**config.mk**
```make
export PLATFORM = sky130hd
export DESIGN_NAME = tga_image_stream_decoder
export DESIGN_NICKNAME = d
export VERILOG_FILES = /design/src/hdl/tga_pkg.sv /design/src/hdl/tga_front.sv /design/src/hdl/tga_back.sv /design/src/hdl/tga_image_stream_decoder.sv
export SDC_FILE = /design/constraint.sdc
export NUM_CORES = 1
export LEC_CHECK = 0
export BUFFER_PORTS_ARGS = -buffer_cell sky130_fd_sc_hd__buf_4
export CAP_MARGIN = 20
export CORE_ASPECT_RATIO = 1.5
export CORE_MARGIN = 10
export CORE_UTILIZATION = 30
export CTS_BUF_LIST = sky130_fd_sc_hd__clkbuf_8
export CTS_CLUSTER_DIAMETER = 80
export CTS_CLUSTER_SIZE = 12
export DETAILED_ROUTE_END_ITERATION = 8
export MAX_ROUTING_LAYER = met4
export PLACE_DENSITY = 0.46
export SKIP_CTS_REPAIR_TIMING = 1
export SYNTH_ARGS = -nofsm -noshare
export SYNTH_HDL_FRONTEND = slang
export SYNTH_SLANG_ARGS = --single-unit
```
**constraint.sdc**
```tcl
create_clock -name i_clk -period 8.5 [get_ports i_clk]
set_input_delay 1.275 -clock i_clk [delete_from_list [all_inputs] [get_ports i_clk]]
set_output_delay 1.275 -clock i_clk [all_outputs]
set_load 0.01 [all_outputs]
```
**src/hdl/tga_pkg.sv**
```systemverilog
`default_nettype none
package tga_pkg;
    localparam int DimBits = 16;
    localparam int HdrLen = 18;
    localparam int QDepth = 2;

    localparam logic [2:0] ST_OK     = 3'd0;
    localparam logic [2:0] ST_CMAP   = 3'd1;
    localparam logic [2:0] ST_TYPE   = 3'd2;
    localparam logic [2:0] ST_DEPTH  = 3'd3;
    localparam logic [2:0] ST_MISUSE = 3'd4;

    // Work handed from the front to the back part.
    typedef struct packed {
        logic                 is_pixel;
        logic [2:0]           status;
        logic [31:0]          pix;
        logic [DimBits-1:0]   col;
        logic [DimBits-1:0]   row;
        logic [2:0]           chans;
        logic                 last;
        logic                 pend;
    } t_job;

    typedef struct packed {
        logic [7:0]  red;
        logic [7:0]  green;
        logic [7:0]  blue;
        logic [7:0]  alpha;
        logic [15:0] col;
        logic [15:0] row;
        logic [2:0]  chans;
        logic        last;
        logic        pend;
        logic [2:0]  status;
    } t_res;
endpackage
`default_nettype wire

```
**src/hdl/tga_front.sv**
```systemverilog
`default_nettype none
module tga_front (
    input  wire logic         i_clk,
    input  wire logic         i_rst_n,
    input  wire logic         i_push,
    input  wire logic         i_action,
    input  wire logic [7:0]   i_data_byte,
    input  wire logic         i_file_start,
    input  wire logic         i_stall,
    output tga_pkg::t_job     o_job,
    output logic              o_job_valid
);
    import tga_pkg::*;

    logic [4:0]         r_hpos;
    logic [7:0]         r_idskip;
    logic [1:0]         r_kind;
    logic [DimBits-1:0] r_w, r_h;
    logic [2:0]         r_chan;
    logic [1:0]         r_flip;
    logic [7:0]         r_pleft;
    logic               r_prun;
    logic [31:0]        r_pix;
    logic [1:0]         r_bip;
    logic [DimBits-1:0] r_col, r_row;
    logic [6:0]         r_rep;
    logic               r_fault;

    logic [4:0]         n_hpos;
    logic [7:0]         n_idskip;
    logic [1:0]         n_kind;
    logic [DimBits-1:0] n_w, n_h;
    logic [2:0]         n_chan;
    logic [1:0]         n_flip;
    logic [7:0]         n_pleft;
    logic               n_prun;
    logic [31:0]        n_pix;
    logic [1:0]         n_bip;
    logic [DimBits-1:0] n_col, n_row;
    logic [6:0]         n_rep;
    logic               n_fault;

    t_job job;
    logic job_v;
    logic take;
    logic emit;
    logic [15:0] dimv;
    logic [2:0]  cnt;
    logic [7:0]  pl_dec;

    function automatic logic [DimBits-1:0] sat(input logic [15:0] v);
        if (v > 16'((1 << DimBits) - 1)) return DimBits'((1 << DimBits) - 1);
        return DimBits'(v);
    endfunction

    assign take = i_push && !i_stall;

    always_comb begin
        n_hpos = r_hpos; n_idskip = r_idskip; n_kind = r_kind; n_w = r_w; n_h = r_h;
        n_chan = r_chan; n_flip = r_flip; n_pleft = r_pleft; n_prun = r_prun;
        n_pix = r_pix; n_bip = r_bip; n_col = r_col; n_row = r_row; n_rep = r_rep;
        n_fault = r_fault;
        job = '0;
        job_v = 1'b0;
        emit = 1'b0;
        dimv = 16'd0;
        cnt = 3'd0;
        pl_dec = 8'd0;
        if (i_action) begin
            if (r_rep == 7'd0) begin
                job_v = 1'b1; job.status = ST_MISUSE;
            end else begin
                n_rep = r_rep - 7'd1;
                emit = 1'b1;
            end
        end else begin
            if (i_file_start) begin
                n_hpos = '0; n_idskip = '0; n_kind = '0; n_w = '0; n_h = '0;
                n_chan = 3'd1; n_flip = '0; n_pleft = '0; n_prun = 1'b0;
                n_pix = '0; n_bip = '0; n_col = '0; n_row = '0; n_rep = '0;
                n_fault = 1'b0;
            end
            if (n_fault) begin
            end else if (n_rep != 7'd0) begin
                job_v = 1'b1; job.status = ST_MISUSE;
            end else if (n_hpos < 5'(HdrLen)) begin
                n_hpos = n_hpos + 5'd1;
                unique case (n_hpos - 5'd1)
                    5'd0: n_idskip = i_data_byte;
                    5'd1: if (i_data_byte != 8'd0) begin
                        n_fault = 1'b1; job_v = 1'b1; job.status = ST_CMAP;
                    end
                    5'd2: case (i_data_byte)
                        8'd2:  n_kind = 2'd0;
                        8'd3:  n_kind = 2'd2;
                        8'd10: n_kind = 2'd1;
                        8'd11: n_kind = 2'd3;
                        default: begin
                            n_fault = 1'b1; job_v = 1'b1; job.status = ST_TYPE;
                        end
                    endcase
                    5'd12: n_w = DimBits'(i_data_byte);
                    5'd13: begin
                        dimv = {i_data_byte, 8'(n_w)};
                        n_w = sat(dimv);
                    end
                    5'd14: n_h = DimBits'(i_data_byte);
                    5'd15: begin
                        dimv = {i_data_byte, 8'(n_h)};
                        n_h = sat(dimv);
                    end
                    5'd16: if (n_kind[1]) begin
                        if (i_data_byte != 8'd8) begin
                            n_fault = 1'b1; job_v = 1'b1; job.status = ST_DEPTH;
                        end else n_chan = 3'd1;
                    end else if (i_data_byte == 8'd24) n_chan = 3'd3;
                    else if (i_data_byte == 8'd32) n_chan = 3'd4;
                    else begin
                        n_fault = 1'b1; job_v = 1'b1; job.status = ST_DEPTH;
                    end
                    5'd17: n_flip = {i_data_byte[5], i_data_byte[4]};
                    default: ;
                endcase
            end else if (n_idskip != 8'd0) begin
                n_idskip = n_idskip - 8'd1;
            end else if (n_w == '0 || n_row >= n_h) begin
            end else if (n_kind[0] && n_pleft == 8'd0) begin
                n_prun = i_data_byte[7];
                n_pleft = {1'b0, i_data_byte[6:0]} + 8'd1;
                n_bip = 2'd0;
            end else begin
                if (n_bip == 2'd0) n_pix = '0;
                n_pix[8*n_bip +: 8] = i_data_byte;
                cnt = {1'b0, n_bip} + 3'd1;
                if (cnt < n_chan) begin
                    n_bip = cnt[1:0];
                end else begin
                    n_bip = 2'd0;
                    if (n_kind[0]) begin
                        pl_dec = n_pleft - 8'd1;
                        n_pleft = pl_dec;
                        if (n_prun) begin
                            n_rep = pl_dec[6:0];
                            n_pleft = 8'd0;
                        end
                    end
                    emit = 1'b1;
                end
            end
        end
        if (emit) begin
            job_v = 1'b1;
            job.is_pixel = 1'b1;
            job.status = ST_OK;
            job.pix = n_pix;
            job.chans = n_chan;
            job.col = n_flip[0] ? (n_w - DimBits'(1) - n_col) : n_col;
            job.row = n_flip[1] ? n_row : (n_h - DimBits'(1) - n_row);
            job.last = (n_col + DimBits'(1) == n_w) && (n_row + DimBits'(1) == n_h);
            n_col = n_col + DimBits'(1);
            if (n_col >= n_w) begin
                n_col = '0;
                n_row = n_row + DimBits'(1);
            end
            if (n_w == '0 || n_row >= n_h) n_rep = '0;
        end
        job.pend = (n_rep != 7'd0);
        if (!emit) job.chans = n_chan;
    end

    always_ff @(posedge i_clk) begin
        if (!i_rst_n) begin
            r_hpos <= '0; r_idskip <= '0; r_kind <= '0; r_w <= '0; r_h <= '0;
            r_chan <= 3'd1; r_flip <= '0; r_pleft <= '0; r_prun <= 1'b0;
            r_pix <= '0; r_bip <= '0; r_col <= '0; r_row <= '0; r_rep <= '0;
            r_fault <= 1'b0;
        end else if (take) begin
            r_hpos <= n_hpos; r_idskip <= n_idskip; r_kind <= n_kind; r_w <= n_w;
            r_h <= n_h; r_chan <= n_chan; r_flip <= n_flip; r_pleft <= n_pleft;
            r_prun <= n_prun; r_pix <= n_pix; r_bip <= n_bip; r_col <= n_col;
            r_row <= n_row; r_rep <= n_rep; r_fault <= n_fault;
        end
    end

    assign o_job       = job;
    assign o_job_valid = take && job_v;
endmodule
`default_nettype wire

```
**src/hdl/tga_back.sv**
```systemverilog
`default_nettype none
module tga_back (
    input  wire logic      i_clk,
    input  wire logic      i_rst_n,
    input  wire tga_pkg::t_job i_job,
    input  wire logic      i_job_valid,
    output logic           o_full,
    output tga_pkg::t_res  o_res,
    output logic           o_empty,
    input  wire logic      i_pop
);
    import tga_pkg::*;

    t_res       r_mem [QDepth];
    logic       r_wp, r_rp;
    logic [1:0] r_cnt;
    t_res       res;
    logic       wr, rd;

    always_comb begin
        res = '0;
        res.status = i_job.status;
        res.chans = i_job.chans;
        res.pend = i_job.pend;
        if (i_job.is_pixel) begin
            res.col = 16'(i_job.col);
            res.row = 16'(i_job.row);
            res.last = i_job.last;
            if (i_job.chans == 3'd1) begin
                res.red = i_job.pix[7:0];
            end else begin
                res.red = i_job.pix[23:16];
                res.green = i_job.pix[15:8];
                res.blue = i_job.pix[7:0];
                res.alpha = (i_job.chans == 3'd4) ? i_job.pix[31:24] : 8'd0;
            end
        end
    end

    assign wr = i_job_valid;
    assign rd = i_pop && (r_cnt != 2'd0);

    always_ff @(posedge i_clk) begin
        if (wr) r_mem[r_wp] <= res;
    end

    always_ff @(posedge i_clk) begin
        if (!i_rst_n) begin
            r_wp <= 1'b0; r_rp <= 1'b0; r_cnt <= '0;
        end else begin
            if (wr) r_wp <= ~r_wp;
            if (rd) r_rp <= ~r_rp;
            r_cnt <= r_cnt + 2'(wr) - 2'(rd);
        end
    end

    assign o_res   = r_mem[r_rp];
    assign o_empty = (r_cnt == 2'd0);
    assign o_full  = (r_cnt == 2'(QDepth)) && !i_pop;

    assert property (@(posedge i_clk) disable iff (!i_rst_n) r_cnt <= 2'(QDepth))
        else $error("result queue overflow");
    assert property (@(posedge i_clk) disable iff (!i_rst_n)
        (wr && !rd) |=> r_cnt == $past(r_cnt) + 2'd1)
        else $error("queue count lost a write");
    assert property (@(posedge i_clk) disable iff (!i_rst_n)
        (r_cnt == 2'd0) |-> (r_wp == r_rp))
        else $error("pointers differ on an empty queue");
endmodule
`default_nettype wire

```
**src/hdl/tga_image_stream_decoder.sv**
```systemverilog
`default_nettype none
// TGA stream decoder: one byte or drain word accepted per cycle while full is low.
// A result is visible (o_empty low) in the cycle after the word that causes it is accepted.
// Full rises only when both result slots hold
// results and pop is low.
// Reset (i_rst_n low, synchronous) clears the parser and empties the queue.
module tga_image_stream_decoder (
    input  wire logic         i_clk,
    input  wire logic         i_rst_n,
    input  wire logic         push,
    output logic              full,
    input  wire logic         i_action,
    input  wire logic [7:0]   i_data_byte,
    input  wire logic         i_file_start,
    output logic              empty,
    input  wire logic         pop,
    output logic [7:0]        o_comp_red,
    output logic [7:0]        o_comp_green,
    output logic [7:0]        o_comp_blue,
    output logic [7:0]        o_comp_alpha,
    output logic [15:0]       o_dest_col,
    output logic [15:0]       o_dest_row,
    output logic [2:0]        o_channel_count,
    output logic              o_last_pixel,
    output logic              o_run_pending,
    output logic [2:0]        o_status
);
    import tga_pkg::*;

    t_job job;
    logic job_valid;
    t_res res;

    // The parser updates its state in the cycle a word is accepted and
    // writes any result straight into the two-entry result queue.
    tga_front u_front (
        .i_clk, .i_rst_n, .i_push(push), .i_action, .i_data_byte, .i_file_start,
        .i_stall(full), .o_job(job), .o_job_valid(job_valid)
    );

    tga_back u_back (
        .i_clk, .i_rst_n, .i_job(job), .i_job_valid(job_valid), .o_full(full),
        .o_res(res), .o_empty(empty), .i_pop(pop)
    );

    assign o_comp_red      = res.red;
    assign o_comp_green    = res.green;
    assign o_comp_blue     = res.blue;
    assign o_comp_alpha    = res.alpha;
    assign o_dest_col      = res.col;
    assign o_dest_row      = res.row;
    assign o_channel_count = res.chans;
    assign o_last_pixel    = res.last;
    assign o_run_pending   = res.pend;
    assign o_status        = res.status;
endmodule
`default_nettype wire

```
== Yosys cells after proc, flatten, opt, wreduce, memory -nomap -nowiden ==
Memories as Yosys holds them, arrays and structs flattened. A register that Yosys moved wholly into a read port is not among the register bits.
Cells that the tools add are included.
Operators by class
  add/sub/neg operators: 16
  $lt $le $gt $ge: 7
  eq/ne operators: 20
  shift-type cells: 2
  multiplexer cells: 187
  bitwise operators: 3
  reduce and logical (&&, ||, !) cells: 24
Operators by type and width (number)
  32-bit two-way mux: 16
  16-bit two-way mux: 28
  8-bit two-way mux: 20
  7-bit two-way mux: 15
  72-bit two-way mux: 1
  64-bit two-way mux: 1
  16-bit case mux with 2 select lines: 2
  3-bit two-way mux: 19
  1-bit two-way mux: 51
  16-bit >= comparator: 3
  2-bit two-way mux: 24
  5-bit negation with 34-bit output: 1
  8-bit by 34-bit variable shift with 32-bit output (first input constant): 1
  8-bit by 34-bit indexed part select with 32-bit output: 1
  16-bit by 1-bit adder with 16-bit output (second input constant): 2
  32-bit bitwise mux: 1
  16-bit == test: 2
  16-bit greater-than comparator (second input constant): 2
  16-bit zero test: 2
  16-bit by 1-bit subtractor with 16-bit output (second input constant): 2
  16-bit subtractor: 2
  5-bit two-way mux: 5
  24-bit two-way mux: 1
  5-bit by 4-bit == test with 1-bit output (second input constant): 4
  other kinds (37): 53
Storage, ports and cells
  register bits after elaboration: 139
  memory bits (writable): 144
  bits of input ports: 14
  logic and storage cells: 278
  memories kept: 1
Memory list
  u_back.r_mem: words 2, bits a word 72, read ports 1, clocked after memory_dff 1, wr ports 1, line tga_back.sv:14  | t_res r_mem [QDepth];

== Longest topological paths before layout ==
  depth in word-level cells: 25
  depth in mapped cells: 34
  gate-level depth less buffers: 28

== By module ==
Synthesis repeated with hierarchy kept, for this count alone.
Unflattened totals
  cells, all modules: 2092
  area total of the unflattened synthesis: 18655.4 µm²
By module, submodules not included
  tga_front: times used 1, cells an instance 1752, area each 12655.9 µm², sequential area each 2702.6 µm²
  tga_back: times used 1, cells an instance 340, area each 5999.5 µm², sequential area each 4424.2 µm²

== Worst setup path before layout ==
Ideal clock, no wire load.
  path type: input to register
  start: input port i_file_start
  end: register u_front.r_rep[0]
  data arrival time: 8.376 ns
  data required time: 8.440 ns
  slack: 0.064 ns
  stages: 32
  path buffers: 7
  path through: buf_2 -> buf_1 -> clkbuf_1 -> clkbuf_1 -> clkbuf_1 -> nor2b_1 -> ha_1 -> nand3_1 -> mux2i_1 -> nand4_1 -> and3_1 -> a21oi_1 -> a22oi_1 -> ha_1 -> and4_1 -> or4b_2 -> or2_2 -> o221ai_1 -> a21o_1 -> buf_2 -> buf_4 -> xnor2_1 -> ha_1 -> nand2b_1 -> a21o_1 -> a21o_1 -> a211oi_1 -> o21ai_0 -> a21oi_1 -> nor4_1 -> nor3_2 -> a22o_1
Between the ends
  longest elaborated chain between the ends: 22
  elaborated cells between the ends (all ways): 98
RTL lines
  start: declaration: line tga_image_stream_decoder.sv:14  | input wire logic i_file_start,
  16-bit two-way mux: line tga_front.sv:77  | if (i_file_start) begin
  16-bit two-way mux: line tga_front.sv:69  | if (i_action) begin
  16-bit greater-than comparator: line tga_front.sv:52  | if (v > 16'((1 << DimBits) - 1)) return DimBits'((1 << DimBits) - 1);
  1-bit two-way mux: line tga_front.sv:52
  1-bit two-way mux: line tga_front.sv:88  | unique case (n_hpos - 5'd1)
  1-bit two-way mux: line tga_front.sv:86  | end else if (n_hpos < 5'(HdrLen)) begin
  1-bit two-way mux: line tga_front.sv:84  | end else if (n_rep != 7'd0) begin
  1-bit two-way mux: line tga_front.sv:83  | if (n_fault) begin
  [6 not listed]
  16-bit two-way mux: line tga_front.sv:69
  16-bit >= comparator: line tga_front.sv:161  | if (n_col >= n_w) begin
  16-bit two-way mux: line tga_front.sv:161
  16-bit two-way mux: line tga_front.sv:151  | if (emit) begin
  16-bit >= comparator: line tga_front.sv:165  | if (n_w == '0 || n_row >= n_h) n_rep = '0;
  1-bit logical OR: line tga_front.sv:165
  7-bit two-way mux: line tga_front.sv:165
  7-bit two-way mux *: line tga_front.sv:151
  end signal: assignment: line tga_front.sv:181  | r_row <= n_row; r_rep <= n_rep; r_fault <= n_fault;
  end: declaration: line tga_front.sv:26  | logic [6:0] r_rep;
Mark *: on every way between the ends. The rest lies on a longest branch, timed or not. The select of a mux whose other input is x is not followed.
A chain may end at the register's enable or synchronous reset.

== Final worst setup path ==
  start: input port i_file_start
  end: register u_front.r_rep[3]
The elaborated chain is that of the path after synthesis.

==> summary.md <==
| Metric | Value |
|---|---|
| Status | completed |
| Die area | 70450 um2 |
| Critical path class | input pin to register |
| Synth warnings | 0 |
| Worst-path clk slew | 0.11 ns |
| HPWL after DPL | 45190 um |
| Mux cell area share after synthesis | 5.265% |
| Via Count | 15697 |
| PortBufs | 87 |
| Io pins | 88 |
| CP required | 9.04 ns |
| First-pass GRT wire length | 94790 um |
| Largest family of logic cells by synthesized area | simple AND/OR/NAND/NOR gates |
| Largest fanout on the critical path | 17 |
| Final WL | 62180 um |
| CP max-delay cell | or4b_2 |
| Relative slew slack | 33.62% |
| Most frequent cells in the layout | nor2_1 (274), nand2_1 (155), edfxtp_1 (144) |
| Measured slew at the worst slew-check pin | 0.9866 ns |
| # DRC | 0 |
| DIE HEIGHT | 320.1 um |
| CTS Buf Count | 27 |
| Min-delay worst type | register to register |
| Vias in the first global route | 15452 |
| Share of cells above drive strength 1 | 13.95% |
| FF+latch count, synth | 284 |
| Fin Setup TNS | 0 ns |
| Root buffer cell | clkbuf_8 |
| Final hold vios | 0 |
| Synthesized area | 18010 um2 |
| Final Cycle Share | 91.58% |
| Post-Synth Simple-Gate Area | 20.40% |
| Fin util | 33.67% |
| Syn Area/Cell | 8.922 um2 |
| Power Density | 171.4 nW/um2 |
| Synth Net Count | 2134 |
| Startpoint Class | input pin |
| VDD IR max | 0.00009116 V |
| Worst skew pair latency | 0.63 ns |
| Routability Congestion | 0.9320 |
| Total congestion overflow | 0 |
| Sequential share of the synthesized area | 39.56% |
| Post-synth EDFFs | 144 |
| Syn-to-layout area delta | 11.64% |
| Post-layout nets | 2183 |
| Routed vias/inst | 5.466 |
| Placed cells | 2820 |
| Placed cell area | 19620 um2 |
| Synth Area in Adders | 7.099% |
| Arr. time, crit path | 8.32 ns |
| Final worst path period need | 7.784 ns |
| Fmax | 0.1285 GHz |
| Setup Viol. Count Final | 0 |
| Initial antenna violation count | 3 |
| Fin cells | 2872 |
| CTS Buffer Depth | 3 |
| Core Box Area | 59730 um2 |
| Drt first pass iters | 7 |
| CTS H-tree depth | 1 |
| DRT iter0 DRCs | 1039 |
| Post-synthesis async set-or-reset flop share | 0% |
| CTS tree | yes |
| Cell count after synthesis | 2019 |
| CTS sink count | 284 |
| Complex-gate fraction of the synthesized area | 19.44% |
| Fin. max-slew vios | 0 |
| RSZ-0062 raised after global routing | false |
| Post-DR wirelength/cell | 21.65 um |
| Largest net degree at the start of global routing | 65 |
| Max cap viols | 0 |
| Tot GR Track Use | 17.61% |
| Hold Slack | 0.4957 ns |
| Die X | 220.1 um |
| Top_reg_cell synth | edfxtp_1 |
| Final ANT Viol Nets | 0 |
| Post-Synth XOR/XNOR Area | 3.987% |
| Synth cell types | 88 |
| Final Cell Area | 20110 um2 |
| Critical path's largest stage delay | 0.72 ns |
| Starting Density | 30.16% |
| LEAKAGE | 0.007394 uW |
| FP Rows | 110 |
| Worst setup EP type | register |
| Most common cell after layout, fill and taps aside | nor2_1 |
| Clock Skews | 0.04113 ns |
## worst paths after layout
path	slack [ns]	start	depth (start not counted)	end
worst min-delay path	0.50	u_front.r_chan[2]	2	u_front.r_chan[2]
worst max register to register	1.25	u_front.r_hpos[1]	26	u_front.r_rep[3]
worst min register to register	0.50	u_front.r_chan[2]	2	u_front.r_chan[2]
worst max-delay path	0.72	i_file_start	29	u_front.r_rep[3]
## flip-flops by register name, indices dropped and copies added (netlist names), named ones only
register,cells
u_front.r_flip,2
u_front.r_row,16
u_front.r_rep,7
u_front.r_col,16
u_back.r_rp,1
u_front.r_fault,1
u_back.r_mem,144
u_back.r_cnt,2
u_front.r_h,16
u_front.r_bip,2
u_back.r_wp,1
u_front.r_w,16
u_front.r_kind,2
u_front.r_chan,3
u_front.r_pleft,8
u_front.r_hpos,5
u_front.r_pix,32
u_front.r_idskip,8
u_front.r_prun,1
## through the flow
stage | total power (uW) | worst slack, ns
3_5_place_dp | 2675 | 0.1929
4_1_cts | 3517 | 0.8110
6_report | 3446 | 0.7161
5_1_grt | 3660 | 0.1789
3_3_place_gp | 2670 | 0.3728
2_1_floorplan | 2269 | 0.06409
## Yosys cell counts, drive strengths merged (17+ instances only)
master / instances / share of area, %
a22oi: 82 / 3.4
xnor2: 60 / 2.9
clkbuf: 85 / 1.8
nor3: 51 / 1.5
inv: 74 / 1.5
nor4: 27 / 1.0
a211oi: 56 / 2.5
and3: 25 / 0.87
edfxtp: 144 / 24
buf: 32 / 0.87
nor2b: 34 / 1.2
a21oi: 131 / 3.7
xor2: 22 / 1.1
o21ai: 92 / 2.6
and2: 22 / 0.76
ha: 99 / 6.9
nand2: 157 / 3.3
dfxtp: 140 / 16
mux2: 75 / 4.7
nand3: 55 / 1.5
nand4: 32 / 1.1
nor2: 278 / 5.9
o211ai: 21 / 0.88
a21o: 17 / 0.71
## kinds of logic after synthesis
family	Yosys count
buffers and inverters	194
XOR/XNOR	82
flip-flops	284
multiplexers	85
adder cells (fa/ha/maj)	101
AO/OA/AOI/OAI	517
AND/OR/NAND/NOR	756
## worst max-delay path: cells and delay by family
family,cells,cell delay [ns]
XOR/XNOR,1,0.16
AO/OA/AOI/OAI,10,2.50
AND/OR/NAND/NOR,10,2.52
multiplexers,1,0.38
adder cells (fa/ha/maj),3,0.86
buffers and inverters,4,0.61
## metal layers
| layer | global-route usage, % | up-vias | share of wire (%) |
|---|---|---|---|
| met1 | 20.02 | 7596 | 40 |
| met4 | 7.291 | 0 | 4.2 |
| met5 | - | - | 0 |
| li1 | - | 7532 | - |
| met2 | 30.99 | 449 | 52 |
| met3 | 1.630 | 120 | 3.8 |
## where the power goes
group	internal [uW]	leakage, uW	total (uW)	switching, uW
clock network	325	0.000309	820	495
registers	1520	0.00251	1580	57.4
logic	445	0.00457	1050	601
## area by class of cell
class                   count  area, um2
diodes                      2      5.005
clock buffers              27      371.6
clock inverters            20      101.3
fillers                  6235      39620
inverters                  77      290.3
multi-input cells        1541      10170
flip-flops and latches    284       7131
well taps                 784      980.9
repair buffers            137       1059
Power figures use the tool's default switching activity.
